File: src/i2cmrr_pkg.sv
// ----------------------------------------------------------------------------
// I2C register read master: package
// Shared types, codes and constants.
// ----------------------------------------------------------------------------
package i2cmrr_pkg;

    localparam int          MAX_READ_BYTES_DEF = 16;
    localparam logic [6:0]  DEV_ADDR_RST       = 7'h36;
    localparam logic [15:0] PHASE_TICKS_RST    = 16'd500;

    typedef enum logic [1:0] {
        CMD_NONE  = 2'd0,
        CMD_READ  = 2'd1,
        CMD_PROBE = 2'd2,
        CMD_RSVD  = 2'd3
    } t_cmd;

    typedef enum logic {
        CFG_DEV_ADDR    = 1'b0,
        CFG_PHASE_TICKS = 1'b1
    } t_cfg_idx;

    typedef enum logic [1:0] {
        WS_ADDR_WR = 2'd0,
        WS_REG     = 2'd1,
        WS_ADDR_RD = 2'd2
    } t_wstage;

    typedef enum logic [4:0] {
        ST_IDLE   = 5'd0,
        ST_START0 = 5'd1,
        ST_START1 = 5'd2,
        ST_START2 = 5'd3,
        ST_WBIT0  = 5'd4,
        ST_WBIT1  = 5'd5,
        ST_WBIT2  = 5'd6,
        ST_WACK0  = 5'd7,
        ST_WACK1  = 5'd8,
        ST_WACK2  = 5'd9,
        ST_RBIT0  = 5'd10,
        ST_RBIT1  = 5'd11,
        ST_RACK0  = 5'd12,
        ST_RACK1  = 5'd13,
        ST_RACK2  = 5'd14,
        ST_STOP0  = 5'd15,
        ST_STOP1  = 5'd16,
        ST_STOP2  = 5'd17
    } t_step;

    // classified tick item
    typedef struct packed {
        logic       start;
        logic       probe;
        logic [6:0] addr;
        logic [7:0] regidx;
        logic [4:0] count;
        logic       sda;
    } t_cmd_item;

endpackage

File: src/i2cmrr_front.sv
// ----------------------------------------------------------------------------
// I2C register read master: front end
// Holds the configuration registers and classifies each tick item.
// ----------------------------------------------------------------------------
module i2cmrr_front #(
    parameter int MAX_READ_BYTES = i2cmrr_pkg::MAX_READ_BYTES_DEF
) (
    input  logic                   i_clk,
    input  logic                   i_rst_n,
    input  logic                   i_cfg_we,
    input  logic                   i_cfg_index,
    input  logic [15:0]            i_cfg_data,
    input  logic [1:0]             i_command,
    input  logic [7:0]             i_register_index,
    input  logic [4:0]             i_byte_count,
    input  logic [6:0]             i_probe_address,
    input  logic                   i_sda_level,
    output i2cmrr_pkg::t_cmd_item  o_item,
    output logic [15:0]            o_phase_ticks
);
    import i2cmrr_pkg::*;

    logic [6:0]  r_dev_addr;
    logic [15:0] r_phase_ticks;
    logic [4:0]  w_count;

    always_ff @(posedge i_clk) begin
        if (!i_rst_n) begin
            r_dev_addr    <= DEV_ADDR_RST;
            r_phase_ticks <= PHASE_TICKS_RST;
        end else if (i_cfg_we) begin
            case (t_cfg_idx'(i_cfg_index))
                CFG_DEV_ADDR:    r_dev_addr    <= i_cfg_data[6:0];
                CFG_PHASE_TICKS: r_phase_ticks <= i_cfg_data;
                default: ;
            endcase
        end
    end

    always_comb begin
        w_count = i_byte_count;
        if (w_count == 5'd0) begin
            w_count = 5'd1;
        end
        if (32'(w_count) > MAX_READ_BYTES) begin
            w_count = 5'(MAX_READ_BYTES);
        end
    end

    always_comb begin
        o_item.start  = (t_cmd'(i_command) == CMD_READ) || (t_cmd'(i_command) == CMD_PROBE);
        o_item.probe  = (t_cmd'(i_command) == CMD_PROBE);
        o_item.addr   = o_item.probe ? i_probe_address : r_dev_addr;
        o_item.regidx = i_register_index;
        o_item.count  = w_count;
        o_item.sda    = i_sda_level;
    end

    assign o_phase_ticks = r_phase_ticks;

endmodule

File: src/i2cmrr_queue.sv
// ----------------------------------------------------------------------------
// I2C register read master: item queue
// Two-entry FIFO between the front end and the sequencer.
// ----------------------------------------------------------------------------
module i2cmrr_queue (
    input  logic                   i_clk,
    input  logic                   i_rst_n,
    input  logic                   i_push,
    input  i2cmrr_pkg::t_cmd_item  i_item,
    output logic                   o_full,
    input  logic                   i_pop,
    output logic                   o_valid,
    output i2cmrr_pkg::t_cmd_item  o_item
);
    import i2cmrr_pkg::*;

    t_cmd_item  r_slot [2];
    logic       r_wr_ptr;
    logic       r_rd_ptr;
    logic [1:0] r_count;
    logic       w_push;
    logic       w_pop;

    assign o_full  = (r_count == 2'd2);
    assign o_valid = (r_count != 2'd0);
    assign o_item  = r_slot[r_rd_ptr];
    assign w_push  = i_push && !o_full;
    assign w_pop   = i_pop && o_valid;

    always_ff @(posedge i_clk) begin
        if (w_push) begin
            r_slot[r_wr_ptr] <= i_item;
        end
    end

    always_ff @(posedge i_clk) begin
        if (!i_rst_n) begin
            r_wr_ptr <= 1'b0;
            r_rd_ptr <= 1'b0;
            r_count  <= 2'd0;
        end else begin
            if (w_push) begin
                r_wr_ptr <= ~r_wr_ptr;
            end
            if (w_pop) begin
                r_rd_ptr <= ~r_rd_ptr;
            end
            case ({w_push, w_pop})
                2'b10:   r_count <= r_count + 2'd1;
                2'b01:   r_count <= r_count - 2'd1;
                default: r_count <= r_count;
            endcase
        end
    end

endmodule

File: src/i2cmrr_back.sv
// ----------------------------------------------------------------------------
// I2C register read master: bus sequencer
// Advances the bus phase machine one tick per item and registers the result.
// ----------------------------------------------------------------------------
module i2cmrr_back (
    input  logic                   i_clk,
    input  logic                   i_rst_n,
    input  logic [15:0]            i_phase_ticks,
    input  logic                   i_q_valid,
    input  i2cmrr_pkg::t_cmd_item  i_q_item,
    output logic                   o_q_pop,
    output logic                   o_out_valid,
    input  logic                   i_out_ready,
    output logic                   o_scl_drive_low,
    output logic                   o_sda_drive_low,
    output logic                   o_byte_valid,
    output logic [7:0]             o_byte_value,
    output logic                   o_byte_last,
    output logic                   o_done_res,
    output logic [2:0]             o_ack_mask,
    output logic                   o_success,
    output logic                   o_busy_res
);
    import i2cmrr_pkg::*;

    t_step      r_step,  n_step,  s_step;
    logic [15:0] r_tick, n_tick,  s_tick;
    logic [3:0] r_bc,    n_bc,    s_bc;
    logic [7:0] r_shift, n_shift, s_shift;
    logic [4:0] r_rem,   n_rem,   s_rem;
    logic [2:0] r_ack,   n_ack,   s_ack;
    logic [7:0] r_reg,   n_reg,   s_reg;
    logic [6:0] r_addr,  n_addr,  s_addr;
    logic       r_probe, n_probe, s_probe;
    t_wstage    r_ws,    n_ws,    s_ws;

    logic       r_out_valid;
    logic       w_fire;
    logic [15:0] w_pt;
    logic       w_last;
    logic       w_scl, w_sda, w_bvalid, w_blast, w_done, w_succ, w_busy;
    logic [7:0] w_bvalue;

    assign w_fire      = i_q_valid && (!r_out_valid || i_out_ready);
    assign o_q_pop     = w_fire;
    assign o_out_valid = r_out_valid;
    assign w_pt        = (i_phase_ticks == 16'd0) ? 16'd1 : i_phase_ticks;

    always_comb begin
        s_step  = r_step;
        s_tick  = r_tick;
        s_bc    = r_bc;
        s_shift = r_shift;
        s_rem   = r_rem;
        s_ack   = r_ack;
        s_reg   = r_reg;
        s_addr  = r_addr;
        s_probe = r_probe;
        s_ws    = r_ws;
        if (r_step == ST_IDLE && i_q_item.start) begin
            s_probe = i_q_item.probe;
            s_addr  = i_q_item.addr;
            s_reg   = i_q_item.regidx;
            s_rem   = i_q_item.count;
            s_ack   = 3'd0;
            s_ws    = WS_ADDR_WR;
            s_bc    = 4'd0;
            s_shift = 8'd0;
            s_tick  = 16'd0;
            s_step  = ST_START0;
        end

        n_step  = s_step;
        n_tick  = s_tick;
        n_bc    = s_bc;
        n_shift = s_shift;
        n_rem   = s_rem;
        n_ack   = s_ack;
        n_reg   = s_reg;
        n_addr  = s_addr;
        n_probe = s_probe;
        n_ws    = s_ws;

        w_scl    = 1'b0;
        w_sda    = 1'b0;
        w_bvalid = 1'b0;
        w_bvalue = 8'd0;
        w_blast  = 1'b0;
        w_done   = 1'b0;
        w_succ   = 1'b0;
        w_busy   = (s_step != ST_IDLE);
        w_last   = ({1'b0, s_tick} + 17'd1) >= {1'b0, w_pt};

        case (s_step)
            ST_START1: begin w_scl = 1'b0; w_sda = 1'b1; end
            ST_START2: begin w_scl = 1'b1; w_sda = 1'b1; end
            ST_WBIT0, ST_WBIT2: begin w_scl = 1'b1; w_sda = ~s_shift[7]; end
            ST_WBIT1:  begin w_scl = 1'b0; w_sda = ~s_shift[7]; end
            ST_WACK0, ST_WACK2, ST_RBIT1: begin w_scl = 1'b1; end
            ST_RACK0, ST_RACK2: begin w_scl = 1'b1; w_sda = (s_rem > 5'd1); end
            ST_RACK1:  begin w_scl = 1'b0; w_sda = (s_rem > 5'd1); end
            ST_STOP0:  begin w_scl = 1'b1; w_sda = 1'b1; end
            ST_STOP1:  begin w_scl = 1'b0; w_sda = 1'b1; end
            default: ;
        endcase

        if (w_busy) begin
            if (!w_last) begin
                n_tick = s_tick + 16'd1;
            end else begin
                n_tick = 16'd0;
                case (s_step)
                    ST_START0: n_step = ST_START1;
                    ST_START1: n_step = ST_START2;
                    ST_START2: begin
                        n_shift = {s_addr, (s_ws == WS_ADDR_RD)};
                        n_bc    = 4'd0;
                        n_step  = ST_WBIT0;
                    end
                    ST_WBIT0:  n_step = ST_WBIT1;
                    ST_WBIT1:  n_step = ST_WBIT2;
                    ST_WBIT2: begin
                        n_shift = {s_shift[6:0], 1'b0};
                        n_bc    = s_bc + 4'd1;
                        n_step  = (n_bc >= 4'd8) ? ST_WACK0 : ST_WBIT0;
                    end
                    ST_WACK0:  n_step = ST_WACK1;
                    ST_WACK1: begin
                        if (!i_q_item.sda) begin
                            case (s_ws)
                                WS_ADDR_WR: n_ack = s_ack | 3'b001;
                                WS_REG:     n_ack = s_ack | 3'b010;
                                default:    n_ack = s_ack | 3'b100;
                            endcase
                        end
                        n_step = ST_WACK2;
                    end
                    ST_WACK2: begin
                        n_bc = 4'd0;
                        if (s_ws == WS_ADDR_WR && s_probe) begin
                            n_step = ST_STOP0;
                        end else if (s_ws == WS_ADDR_WR) begin
                            n_ws    = WS_REG;
                            n_shift = s_reg;
                            n_step  = ST_WBIT0;
                        end else if (s_ws == WS_REG) begin
                            n_ws   = WS_ADDR_RD;
                            n_step = ST_START0;
                        end else begin
                            n_shift = 8'd0;
                            n_step  = ST_RBIT0;
                        end
                    end
                    ST_RBIT0: begin
                        n_shift = {s_shift[6:0], i_q_item.sda};
                        n_bc    = s_bc + 4'd1;
                        if (n_bc >= 4'd8) begin
                            w_bvalid = 1'b1;
                            w_bvalue = n_shift;
                            w_blast  = (s_rem <= 5'd1);
                        end
                        n_step = ST_RBIT1;
                    end
                    ST_RBIT1:  n_step = (s_bc >= 4'd8) ? ST_RACK0 : ST_RBIT0;
                    ST_RACK0:  n_step = ST_RACK1;
                    ST_RACK1:  n_step = ST_RACK2;
                    ST_RACK2: begin
                        if (s_rem > 5'd0) begin
                            n_rem = s_rem - 5'd1;
                        end
                        n_bc    = 4'd0;
                        n_shift = 8'd0;
                        n_step  = (n_rem == 5'd0) ? ST_STOP0 : ST_RBIT0;
                    end
                    ST_STOP0:  n_step = ST_STOP1;
                    ST_STOP1:  n_step = ST_STOP2;
                    ST_STOP2: begin
                        w_done = 1'b1;
                        w_succ = s_probe ? s_ack[0] : (s_ack == 3'b111);
                        n_step = ST_IDLE;
                    end
                    default:   n_step = ST_IDLE;
                endcase
            end
        end
    end

    always_ff @(posedge i_clk) begin
        if (!i_rst_n) begin
            r_step      <= ST_IDLE;
            r_tick      <= 16'd0;
            r_bc        <= 4'd0;
            r_shift     <= 8'd0;
            r_rem       <= 5'd0;
            r_ack       <= 3'd0;
            r_reg       <= 8'd0;
            r_addr      <= 7'd0;
            r_probe     <= 1'b0;
            r_ws        <= WS_ADDR_WR;
            r_out_valid <= 1'b0;
        end else begin
            if (w_fire) begin
                r_step  <= n_step;
                r_tick  <= n_tick;
                r_bc    <= n_bc;
                r_shift <= n_shift;
                r_rem   <= n_rem;
                r_ack   <= n_ack;
                r_reg   <= n_reg;
                r_addr  <= n_addr;
                r_probe <= n_probe;
                r_ws    <= n_ws;
            end
            if (w_fire) begin
                r_out_valid <= 1'b1;
            end else if (i_out_ready) begin
                r_out_valid <= 1'b0;
            end
        end
    end

    always_ff @(posedge i_clk) begin
        if (w_fire) begin
            o_scl_drive_low <= w_scl;
            o_sda_drive_low <= w_sda;
            o_byte_valid    <= w_bvalid;
            o_byte_value    <= w_bvalue;
            o_byte_last     <= w_blast;
            o_done_res      <= w_done;
            o_ack_mask      <= n_ack;
            o_success       <= w_succ;
            o_busy_res      <= w_busy;
        end
    end

endmodule

File: src/i2c_master_register_read.sv
// ----------------------------------------------------------------------------
// I2C register read master: top level
// Open-drain I2C sequencer for register reads and address probes.
// ----------------------------------------------------------------------------
//  channel | handshake                  | payload
//  --------+----------------------------+------------------------------------
//  in      | i_in_valid / o_in_ready    | command, register, count, probe
//          |                            | address, sampled SDA
//  out     | o_out_valid / i_out_ready  | line drives, read byte, done, acks
//  cfg     | i_cfg_we                   | i_cfg_index, i_cfg_data
//
//  One tick item in, one result out, one item per cycle while results are taken.
//  An accepted item is first written into the queue; when the sequencer
//  takes it, its result loads the output register.
//  The bus phase machine in the sequencer does one tick of work per item.
//  A two-entry queue lets the input side keep going while a result stalls.
//  Reset is synchronous, active low; it restores both configuration values.
// ----------------------------------------------------------------------------
module i2c_master_register_read #(
    parameter int MAX_READ_BYTES = i2cmrr_pkg::MAX_READ_BYTES_DEF
) (
    input  logic        i_clk,
    input  logic        i_rst_n,
    input  logic        i_cfg_we,
    input  logic        i_cfg_index,
    input  logic [15:0] i_cfg_data,
    input  logic        i_in_valid,
    output logic        o_in_ready,
    input  logic [1:0]  i_command,
    input  logic [7:0]  i_register_index,
    input  logic [4:0]  i_byte_count,
    input  logic [6:0]  i_probe_address,
    input  logic        i_sda_level,
    output logic        o_out_valid,
    input  logic        i_out_ready,
    output logic        o_scl_drive_low,
    output logic        o_sda_drive_low,
    output logic        o_byte_valid,
    output logic [7:0]  o_byte_value,
    output logic        o_byte_last,
    output logic        o_done_res,
    output logic [2:0]  o_ack_mask,
    output logic        o_success,
    output logic        o_busy_res
);
    import i2cmrr_pkg::*;

    t_cmd_item   w_front_item;
    t_cmd_item   w_q_item;
    logic [15:0] w_phase_ticks;
    logic        w_q_full;
    logic        w_q_valid;
    logic        w_q_pop;

    assign o_in_ready = !w_q_full;

    i2cmrr_front #(
        .MAX_READ_BYTES (MAX_READ_BYTES)
    ) u_front (
        .i_clk            (i_clk),
        .i_rst_n          (i_rst_n),
        .i_cfg_we         (i_cfg_we),
        .i_cfg_index      (i_cfg_index),
        .i_cfg_data       (i_cfg_data),
        .i_command        (i_command),
        .i_register_index (i_register_index),
        .i_byte_count     (i_byte_count),
        .i_probe_address  (i_probe_address),
        .i_sda_level      (i_sda_level),
        .o_item           (w_front_item),
        .o_phase_ticks    (w_phase_ticks)
    );

    i2cmrr_queue u_queue (
        .i_clk   (i_clk),
        .i_rst_n (i_rst_n),
        .i_push  (i_in_valid),
        .i_item  (w_front_item),
        .o_full  (w_q_full),
        .i_pop   (w_q_pop),
        .o_valid (w_q_valid),
        .o_item  (w_q_item)
    );

    i2cmrr_back u_back (
        .i_clk           (i_clk),
        .i_rst_n         (i_rst_n),
        .i_phase_ticks   (w_phase_ticks),
        .i_q_valid       (w_q_valid),
        .i_q_item        (w_q_item),
        .o_q_pop         (w_q_pop),
        .o_out_valid     (o_out_valid),
        .i_out_ready     (i_out_ready),
        .o_scl_drive_low (o_scl_drive_low),
        .o_sda_drive_low (o_sda_drive_low),
        .o_byte_valid    (o_byte_valid),
        .o_byte_value    (o_byte_value),
        .o_byte_last     (o_byte_last),
        .o_done_res      (o_done_res),
        .o_ack_mask      (o_ack_mask),
        .o_success       (o_success),
        .o_busy_res      (o_busy_res)
    );

endmodule

File: config.mk
export PLATFORM = sky130hd
export DESIGN_NAME = i2c_master_register_read
export DESIGN_NICKNAME = d
export VERILOG_FILES = /design/src/i2cmrr_pkg.sv /design/src/i2cmrr_front.sv /design/src/i2cmrr_queue.sv /design/src/i2cmrr_back.sv /design/src/i2c_master_register_read.sv
export SDC_FILE = /design/constraint.sdc
export NUM_CORES = 1
export LEC_CHECK = 0
export BUFFER_PORTS_ARGS = -buffer_cell sky130_fd_sc_hd__clkbuf_2
export CORE_MARGIN = 3
export CORE_UTILIZATION = 55
export CTS_CLUSTER_DIAMETER = 80
export DETAILED_ROUTE_END_ITERATION = 10
export PLACE_DENSITY = 0.74
export SLEW_MARGIN = 10
export SYNTH_ARGS = -nofsm -noshare
export SYNTH_HDL_FRONTEND = slang
export SYNTH_SLANG_ARGS = --single-unit
File: constraint.sdc
create_clock -name i_clk -period 6.35 [get_ports i_clk]
set_input_delay 1.27 -clock i_clk [delete_from_list [all_inputs] [get_ports i_clk]]
set_output_delay 1.27 -clock i_clk [all_outputs]
set_load 0.01 [all_outputs]
# [After elaboration in Yosys (flattened, before gate mapping)]
# Memory sizes are Yosys's and may differ from the RTL's. A register that Yosys moved wholly into a read port is not among the register bits.
# Index checks and enable logic that the tools add are counted.
[classes] n_bitwise=4 muxes=64 n_reduce_logical=30 addsub=6 n_eq_ne=25 magnitude_cmp=7
[ops] cell="$pmux 5 s16" count=1
[ops] cell="$mux 5" count=15
[ops] cell="$mux 16" count=4
[ops] cell="$mux 8" count=7
[ops] cell="$eq 5x4->1 const B" count=8
[ops] cell="$pmux 8 s5" count=1
[ops] cell="$mux 3" count=7
[ops] cell="$eq 5x3->1 const B" count=4
[ops] cell="$add 16x1->17 const B" count=1
[ops] cell="$ge 17x16->1" count=1
[ops] cell="$add 16x1->16 const B" count=1
[ops] cell="$logic_not 16->1" count=1
[ops] cell="$mux 2" count=8
[ops] cell="$mux 4" count=4
[ops] cell="$logic_not 5->1" count=3
[ops] cell="$mux 7" count=2
[ops] cell="$mux 1" count=11
[ops] cell="$eq 5x2->1 const B" count=2
[ops] cell="$eq 5x5->1 const B" count=2
[ops] cell="$gt 5x1->1 const B" count=2
[ops] cell="$reduce_or 3->1" count=3
[ops] cell="$reduce_or 9->1" count=1
[ops] cell="$eq 2x2->1 const B" count=4
[ops] cell="$ge 4x4->1 const B" count=2
[ops] cell="25 further kinds" count=41
[totals] mem_count=1 ramBits=46 inputBits=45 output_inout_bits=20 wordCells=162 regBits=105
[memory_table] memory="u_queue.r_slot" depth=2 word_bits=23 read_ports=1 rd_ports_with_merged_regs=1 wr=1 line="i2cmrr_queue.sv:17" rtl="t_cmd_item r_slot [2];"

# [Logic depth before layout (Yosys ltp)]
# Gate-level depths: netlist (run 1).
[depth] ltp_word=13 mapped_depth=22 ltp_nobuf=17

# [Modules after synthesis]
# Synthesis (run 1) repeated with hierarchy kept, for this count alone.
[unflattened] cells_unflattened=834 hier_area_um2=7923.8
[by_module_without_submodules] module="i2cmrr_back" area_each_um2=4830.9 n_inst=1 cells_per_inst=603
[by_module_without_submodules] module="i2cmrr_queue" area_each_um2=1889.3 n_inst=1 cells_per_inst=97
[by_module_without_submodules] module="i2cmrr_front" area_each_um2=1199.9 n_inst=1 cells_per_inst=133
[by_module_without_submodules] module="i2c_master_register_read" area_each_um2=3.8 n_inst=1 cells_per_inst=1

# [Worst setup path before layout (run 1)]
# OpenSTA, ideal clock, no wires.
[synth_path] path_kind="register -> register" from="register with a tool-made name" to="register u_back.r_step[3]" slack_ns=1.921 period_less_slack_ns=4.429 arrival_time_ns=4.359 required_ns=6.280 stages_incl_launch_ff=22 path_buffers=4 path_cell_list="dfxtp_1 -> buf_4 -> mux2_4 -> nand3_1 -> buf_2 -> buf_1 -> and2_1 -> ha_1 -> nand2_1 -> nor3_4 -> nand4_1 -> xor2_1 -> nor2_1 -> ha_1 -> o21a_1 -> o21ai_1 -> a2111oi_0 -> or4_1 -> clkbuf_1 -> o21ai_2 -> or4_1 -> a21oi_1"
[synth_rtl] element="end signal, assigned" line="i2cmrr_back.sv:203" rtl="r_step <= n_step;"
[synth_rtl] element="end, declared" line="i2cmrr_back.sv:26" rtl="t_step r_step, n_step, s_step;"

# [Final worst setup path (run 1)]
[layout_path] from="register u_back.r_step[1]" to="register u_back.o_success, data pin"
[layout_between] elab_chain_len=6 word_cells_on_any_way=13 classes_between="add/sub: 1; order compare: 1; eq/ne: 2; mux: 5; reduce/logical: 4"
[layout_rtl] element="$logic_not 5->1" line="i2cmrr_back.sv:60" rtl="if (r_step == ST_IDLE && i_q_item.start) begin"
[layout_rtl] element="$logic_and 1x1->1" line="i2cmrr_back.sv:60"
[layout_rtl] element="$mux 16" line="i2cmrr_back.sv:60"
[layout_rtl] element="$add 16x1->17" line="i2cmrr_back.sv:92" rtl="w_last = ({1'b0, s_tick} + 17'd1) >= {1'b0, w_pt};"
[layout_rtl] element="$ge 17x16->1" line="i2cmrr_back.sv:92"
[layout_rtl] element="$reduce_and 3->1 (no line)"
[layout_rtl] element="end signal, assigned" line="i2cmrr_back.sv:231" rtl="o_success <= w_succ;"
[layout_rtl] element="end, declared" line="i2cmrr_back.sv:21" rtl="output logic o_success,"
# Parallel ways exist; a longest one is shown, timed or not.
# A chain may end at the register's enable or synchronous reset.

==> results of run 1 <==
cell type report:
cell class                 instances  area share
sequential                       152      0.4283
clock inverter                    15     0.02226
tap                              176     0.02560
inverter                          29     0.01266
clock buffer                      17     0.04946
multi-input combinational        561      0.4184
timing repair buffer              71     0.04335
how the worst max path moves through the flow:
stage | startpoint | to | slack, ps | cells after the start
after floorplan | flip-flop | u_back.r_step[3] | 1920 | 21
after global placement | u_back.r_step[4] | u_back.o_success | 1490 | 17
after detailed placement | u_back.r_step[4] | u_back.o_success | 1170 | 17
after CTS | u_back.r_step[4] | u_back.o_success | 1130 | 17
after global routing | u_back.r_step[1] | u_back.o_success | 630 | 17
final | u_back.r_step[1] | u_back.o_success | 1070 | 17
worst max-delay path: stages, from the launching register on:
cell and delay (ps):
dfxtp_1 700, nor2_1 220, nand3_1 300, and2_1 230, ha_1 240, nand2_1 110, nor3_4 230, nand4_1 150
xor2_1 160, nor2_1 140, ha_1 280, o21a_1 110, o21ai_1 230, a2111oi_0 140, or4_1 650, nor2_1 720
nor4bb_1 210, nor3b_1 210
stage by stage:
stage                     cells  area, µm²    util  setup WS (ps)  hold WS, ps
after floorplan             790       7585       -           1921        433.8
after global placement      989       7979  0.5978           1485        442.8
after detailed placement    989       7979  0.5978           1168        448.1
after CTS                  1021       8596  0.6440           1126        457.5
after global routing       1021       8601  0.6444          625.5        486.4
final                      1021       8601  0.6444           1067        457.0
routing by layer:
| metal | part of all wire | global-route usage | vias to the layer above |
|---|---|---|---|
| met5 | 0 | 0 | - |
| met4 | 0.019 | 0.08097 | 0 |
| met3 | 0.060 | 0.05215 | 34 |
| met2 | 0.49 | 0.4094 | 232 |
| met1 | 0.43 | 0.3172 | 2940 |
| li1 | - | - | 2969 |
report_power, final:
group | total, µW | switching, µW | internal, µW
combinational | 847 | 557 | 290
sequential | 1310 | 91.0 | 1210
clock | 1020 | 454 | 564
total | 3170 | 1100 | 2070
synth_stat cells, types with 3 or more instances:
cell         n  area, µm²
ha_1        26      325.3
or3_1        5      31.28
a31oi_1     10      62.56
a222oi_1     8      80.08
a21o_1       5      37.54
buf_2        5      25.02
a21oi_1     46      230.2
mux2_2      14      157.7
mux2i_1     18      180.2
buf_1       10      37.54
and2_1      15      93.84
nor3_4       3      48.80
nor3b_1      3      22.52
xnor2_1     12      105.1
and3_1       8      50.05
nand2b_1     4      25.02
nor3_1      14      70.07
nor2b_1     10      62.56
o211ai_1    12      90.09
o21ai_0     24      120.1
o22ai_1      5      31.28
a41o_1       3      30.03
a211oi_1    17      127.6
o32ai_1      4      35.03
inv_1       28      105.1
edfxtp_1    64       1922
nand4_1      7      43.79
o2bb2ai_1    8      70.07
o31ai_1      7      52.55
nand2_1    102      382.9
clkbuf_1    30      112.6
dfxtp_1     88       1762
nand3_1     36      180.2
nor4_1      11      68.82
nor2_1      70      262.8
xor2_1      10      87.58
cells by family (layout without fill, tap and decap cells):
group | after synthesis | after routing
DFF | 152 | 152
buffers and inverters | 77 | 132
adders and majority gates | 26 | 26
AOI/OAI and AO/OA | 175 | 175
xor gates and xnor gates | 22 | 22
muxes | 34 | 34
and+or+nand+nor | 304 | 304
==> results.tsv, run 1 <==
stage	metric	value	unit
run_status	status	completed	
worst_hold_path	hold crit path type	flip-flop to flip-flop	
floorplanning	Die X	123.4	µm
floorplanning	chip height	123.4	µm
drt	drt total wl	18040	µm
cells_and_area	Area Growth Syn to Fin	13.39	%
pwr	Pwr per Cell Area	368.7	nW/µm²
synthesis	Post-synth ARST share	0	
cells_and_area	footprint of the multi-input gates	3598	µm²
global_route	antenna violations before repair	0	
worst_hold_path	WHS Endpoint	u_back.r_reg[0]	
global_route	first-pass GRT wire length	29320	µm
sta	final hold vios	0	
global_route	largest net degree at the start of global routing	42	
floorplanning	Placeable Area	13350	µm²
synthesis	mux contribution to synthesized area	0.04949	
clock_tree	CTS buffer count	17	
setup_path	Required @ worst endpoint	6520	ps
synthesis	complex-gate fraction of the synthesized area	0.1600	
sta	Worst Clk Skew	11.20	ps
cells_and_area	Reg with most FFs	u_queue.r_slot	
global_route	global route total overflow	0	
sta	slew margin rel.	0.2071	
cells_and_area	proportion of layout cells with a drive suffix above 1	0.1586	
synthesis	Post-synth EDFFs	64	
global_route	vias in the first global route	5995	
drt	number of iterations in the first detailed-routing pass	5	
setup_path	Critical Path Sink Type	flip-flop	
synthesis	Synth Warn #	0	
cells_and_area	ant diodes	0	
setup_path	Setup CP Type	flip-flop to flip-flop	
clock_tree	Worst-Skew Late Latency	420	ps
pwr	worst vdd ir	0.0002153	V
synthesis	XOR/XNOR Fraction of Synth Area	0.02540	
sta	final worst path period need	5283	ps
synthesis	net count after synthesis	861	
setup_path	Worst Path Max Fanout	18	
floorplanning	Die ar.	15240	µm²
sta	worst-margin pin slew	1189	ps
cells_and_area	most frequent cells in the layout	nand2_1, dfxtp_1, nor2_1	
sta	setup violators final	0	
worst_hold_path	Hold Path Depth	2	
synthesis	Post-Synth Adder-Cell Area	0.04289	
floorplanning	Cell Rows	42	
synthesis	sequential area share after synthesis	0.4856	
synthesis	synthesized flop and latch total	152	
setup_path	RR Startpoint	u_back.r_step[1]	
clock_tree	CTS hold repair buffers	0	
cells_and_area	commonest non-fill, non-tap cell in the layout	nand2_1	
clock_tree	H-tree levels	4	
clock_tree	clock root buffer master	clkbuf_16	
synthesis	Syn Inst Count	790	
clock_tree	clock tree buffer depth	2	
drt	drt wl/cell	17.67	µm
cells_and_area	fill count	1092	
setup_path	r2r worst-path depth	17	
drt	vias per cell	6.048	
drt	Routed Antenna Nets	0	
synthesis	Post-Syn Area	7585	µm²
sta	setup tns final	0	ps
clock_tree	post-cts sizing count	0	
placed_design	GP Congestion	0.9096	
worst_hold_path	Min-Delay Startpoint	u_back.r_reg[0]	
synthesis	Synth Area in Simple Gates	0.1956	
clock_tree	CTS clk-pin slew, worst paths	70	ps
cells_and_area	Largest register FFs	46	
sta	Slew Limit Fails	0	
cells_and_area	nets	903	
synthesis	Cell variety after synth	71	
sta	post-route clock period utilization	0.8320	
clock_tree	clock sinks	152	
clock_tree	Post-CTS Setup Inserts	0	
global_route	overall routing resource usage	0.2449	
pwr	Total Power	3171	µW
synthesis	Mean Syn Cell Area	9.601	µm²
drt	initial DRC count	755	
setup_path	FF-to-FF End	u_back.o_success	
sta	RSZ-0062 raised after global routing	no	
floorplanning	Initial Util	0.5682	
floorplanning	io pins	65	
setup_path	reg2reg setup slack	1070	ps
pwr	P_leak	0.003200	µW
placed_design	DP HPWL	12220	µm
placed_design	Port Buffers	64	
setup_path	CP arrival	5450	ps
drt	DRC viols	0	
setup_path	startpoint types	flip-flop	
clock_tree	CTS tree	yes	
cells_and_area	total area of sequential cells	3684	µm²
synthesis	Synth Flop Type	dfxtp_1	
drt	via count	6175	
synthesis	main combinational cell family by area after synthesis	simple AND/OR/NAND/NOR gates	
sta	f_max	189.3	MHz
flow_run	Max-Cap Viols	0	
No activity file was read; power rests on OpenSTA's default activity.
==> run 2, diff against run 1 <==
- ABC_AREA: default -> 1
- PLACE_DENSITY: 0.74 -> 0.77
- clock period: 6.35 -> 4.3 ns (I/O delays scaled with it)
==> run 2 against run 1 <==
Net effect:
- sequential share of layout area down 3.6 points
- non-clock buffer count up 4
- wire length up 6.8%
- cell count up 32%
- area after synthesis up 10%
- critical path depth up 6
- total power up 130%
- critical path type unchanged
- largest cell class is now multi-input combinational cells
- largest power group is now combinational cells
==> results.tsv, run 2 <==
stage	metric	value	unit	change
sta	final hold vios	0		unchanged
drt	via count	7276		+18%
synthesis	Synth Warn #	0		unchanged
global_route	antenna violations before repair	0		unchanged
synthesis	Area contributors post-synth	edfxtp_1, dfxtp_1, nand2_1		
worst_hold_path	hold crit path type	flip-flop to flip-flop		
cells_and_area	Largest register FFs	46		unchanged
synthesis	area share of the largest cell type after synthesis	0.2300		-0.02337
setup_path	startpoint types	flip-flop		
pwr	P_leak	0.004215	µW	+32%
cells_and_area	Area Growth Syn to Fin	12.32	%	
sta	Worst Clk Skew	6.981	ps	-4.224 ps
cells_and_area	Reg with most FFs	u_queue.r_slot		
drt	drt wl/cell	14.32	µm	-19%
synthesis	count leader, synth	nand2_1		
cells_and_area	ant diodes	0		unchanged
synthesis	net count after synthesis	1172		+36%
pwr	internal power	3927	µW	+90%
global_route	largest net degree at the start of global routing	100		+140%
clock_tree	Worst-Skew Late Latency	430	ps	about the same
clock_tree	CTS buffer count	17		unchanged
clock_tree	H-tree levels	4		unchanged
global_route	global route total overflow	0		unchanged
setup_path	reg2reg setup slack	400	ps	-670 ps
setup_path	Setup CP Type	flip-flop to flip-flop		
synthesis	Mean Syn Cell Area	7.589	µm²	-21%
clock_tree	CTS hold repair buffers	0		unchanged
synthesis	Cell variety after synth	47		-34%
sta	post-route clock period utilization	0.9074		+0.07541
cells_and_area	proportion of layout cells with a drive suffix above 1	0.1394		-0.01917
pwr	Pwr per Cell Area	762.3	nW/µm²	+110%
global_route	first-pass GRT wire length	32000	µm	+9.2%
cells_and_area	nets	1220		+35%
floorplanning	chip height	129.3	µm	+4.7%
clock_tree	CTS tree	yes		
synthesis	Post-synth ARST share	0		unchanged
synthesis	Post-synth EDFFs	64		unchanged
global_route	vias in the first global route	6545		+9.2%
sta	setup tns final	0	ps	unchanged
synthesis	Post-synth top cells	nand2_1, inv_1, nor2_1		
setup_path	Buf/Inv on CP	4		+4
worst_hold_path	Min-Delay Startpoint	u_front.r_dev_addr[3]		
pwr	worst vdd ir	0.0004416	V	+110%
synthesis	Post-Syn Area	8356	µm²	+10%
synthesis	Synth Flop Type	dfxtp_1		
synthesis	cell taking the most area after synthesis	edfxtp_1		
floorplanning	io pins	65		unchanged
run_status	status	completed		
sta	RSZ-0062 raised after global routing	no		
floorplanning	Cell Rows	44		+4.8%
pwr	Sw Ratio	0.4511		+0.1034
cells_and_area	most frequent cells in the layout	nand2_1, inv_1, nor2_1		
sta	worst-margin pin slew	1046	ps	-143.6 ps
synthesis	Syn Inst Count	1101		+39%
worst_hold_path	Hold Path Depth	2		unchanged
pwr	clock power share	0.214		-0.107
synthesis	synthesized flop and latch total	152		unchanged
sta	setup violators final	0		unchanged
drt	initial DRC count	611		-19%
floorplanning	Die X	129.3	µm	+4.7%
drt	drt total wl	19270	µm	+6.8%
clock_tree	clock root buffer master	clkbuf_16		
setup_path	crit-path cells	inv_2 -> nand2_4 -> nand2_4 -> nand3_4 -> inv_2 -> buf_4 -> nor2_4 -> nand2_1 -> nor3_4 -> nand2_2 -> nor2_2 -> xor2_2 -> ha_1 -> inv_1 -> nor3_1 -> nand2_1 -> o21bai_1 -> nor2_4 -> nand2_8 -> nand2_2 -> nor2_2 -> nand2_2 -> nor3_2		
setup_path	Worst Path Max Fanout	42		+24
clock_tree	CTS clk-pin slew, worst paths	60	ps	about the same
sta	final worst path period need	3902	ps	-1381 ps
pwr	combinational share of power	0.478		+0.211
setup_path	slowest stage delay, CP	420	ps	-300 ps
clock_tree	clock sinks	152		unchanged
setup_path	CP top delay family	simple AND/OR/NAND/NOR gates		
sta	f_max	256.3	MHz	+35%
drt	number of iterations in the first detailed-routing pass	5		unchanged
setup_path	Required @ worst endpoint	4570	ps	-1950 ps
cells_and_area	Finished Core Util	0.6385		-0.005865
setup_path	FF-to-FF End	u_back.o_byte_value[3]		
placed_design	GP Congestion	0.9676		+6.4%
flow_run	Max-Cap Viols	0		unchanged
floorplanning	Placeable Area	14700	µm²	+10%
synthesis	sequential area share after synthesis	0.4409		-0.04480
clock_tree	clock tree buffer depth	2		unchanged
drt	DRC viols	0		unchanged
placed_design	DP HPWL	13160	µm	+7.7%
cells_and_area	fill count	1267		+16%
sta	slew margin rel.	0.3028		+0.09570
drt	Routed Antenna Nets	0		unchanged
floorplanning	Die ar.	16710	µm²	+9.7%
cells_and_area	commonest non-fill, non-tap cell in the layout	nand2_1		
pwr	Sequential Power Share	0.308		-0.104
sta	Slew Limit Fails	0		unchanged
global_route	overall routing resource usage	0.2377		-0.007221
floorplanning	Initial Util	0.5684		about the same
clock_tree	Post-CTS Setup Inserts	0		unchanged
setup_path	most frequent CP cell	nand2_2		
clock_tree	post-cts sizing count	0		unchanged
setup_path	CP arrival	4180	ps	-1270 ps
worst_hold_path	WHS Endpoint	u_front.r_dev_addr[3]		
pwr	Net Sw Power	3227	µW	+190%
setup_path	r2r worst-path depth	23		+6
setup_path	Critical Path Sink Type	flip-flop		
placed_design	Port Buffers	64		unchanged
setup_path	slowest CP cell	dfxtp_2		
drt	vias per cell	5.406		-11%
run 2: cell types whose count changed in the layout (fill, tap and decap cells not counted), sizes merged, moves of 14 or more:
cell	delta
nand3	+19
nand2	+159
a211oi	-18
inv	+120
o21ai	+84
a31oi	+17
nor2	+73
mux2	-15
and2	-15
mux2i	-14
run 2: per-layer routing:
| layer | global-route usage | up-vias | wire, µm |
|---|---|---|---|
| met2 | 0.3820 | 243 | 9011 |
| met1 | 0.3295 | 3313 | 8715 |
| met4 | 0.07783 | 0 | 330 |
| met5 | 0 | - | 0 |
| li1 | - | 3690 | - |
| met3 | 0.03957 | 30 | 1211 |
run 2: power by group through the flow:
| stage | Sequential [µW] | Clock, µW | Combinational (µW) |
|---|---|---|---|
| final | 2200 | 1530 | 3420 |
| after global routing | 2250 | 1610 | 3880 |
| after CTS | 2200 | 1540 | 3390 |
| after detailed placement | 2220 | 0 | 3370 |
| after global placement | 2210 | 0 | 3320 |
| after floorplan | 2200 | 0 | 2610 |
run 2: how the worst max path moves through the flow:
stage	to	slack, ps	depth (start not counted)
6_report	u_back.o_byte_value[3]	400	23
5_1_grt	u_back.o_byte_value[2]	50	23
4_1_cts	u_back.o_byte_value[1]	230	23
3_5_place_dp	u_back.o_byte_value[1]	240	23
3_3_place_gp	u_back.r_shift[3]	440	24
2_1_floorplan	u_back.o_byte_value[0]	620	28
run 2: per-stage QoR:
stage | hold slack, ps | instance area, µm² | worst slack (ps) | instances | total power [µW]
floorplan | 424.4 | 8356 | 619.5 | 1101 | 4810
global placement | 436.7 | 8772 | 443.4 | 1314 | 5534
detailed placement | 443.5 | 8772 | 244.3 | 1314 | 5596
CTS | 451.7 | 9373 | 233.5 | 1346 | 7125
global route | 469.2 | 9385 | 45.73 | 1346 | 7735
finish | 451.6 | 9385 | 398.1 | 1346 | 7154
run 2: logic make-up after synthesis:
kind of cell | count (synthesis) | share of synthesized area
simple gates | 491 | 0.2594
compound gates | 218 | 0.1433
buf+inv | 196 | 0.09704
flops | 152 | 0.4409
fa+ha+maj | 26 | 0.03893
xor+xnor | 13 | 0.01453
mux | 5 | 0.005990
run 2: layout make-up:
type / count / area [µm²] / share of cell area
Inverter: 150 / 565.5 / 0.06026
Clock inverter: 14 / 171.4 / 0.01826
Sequential cell: 152 / 3686 / 0.3927
Multi-Input combinational cell: 753 / 3887 / 0.4142
Clock buffer: 18 / 429.2 / 0.04573
Tap cell: 184 / 230.2 / 0.02453
Timing Repair Buffer: 75 / 415.4 / 0.04426
run 2: worst reg2reg max path: stages (launching register included):
cell	delay, ps
dfxtp_2	420
inv_2	80
nand2_4	60
nand2_4	70
nand3_4	110
inv_2	50
buf_4	280
nor2_4	190
nand2_1	130
nor3_4	270
nand2_2	110
nor2_2	130
xor2_2	90
ha_1	280
inv_1	40
nor3_1	250
nand2_1	80
o21bai_1	250
nor2_4	90
nand2_8	180
nand2_2	130
nor2_2	130
nand2_2	180
nor3_2	150
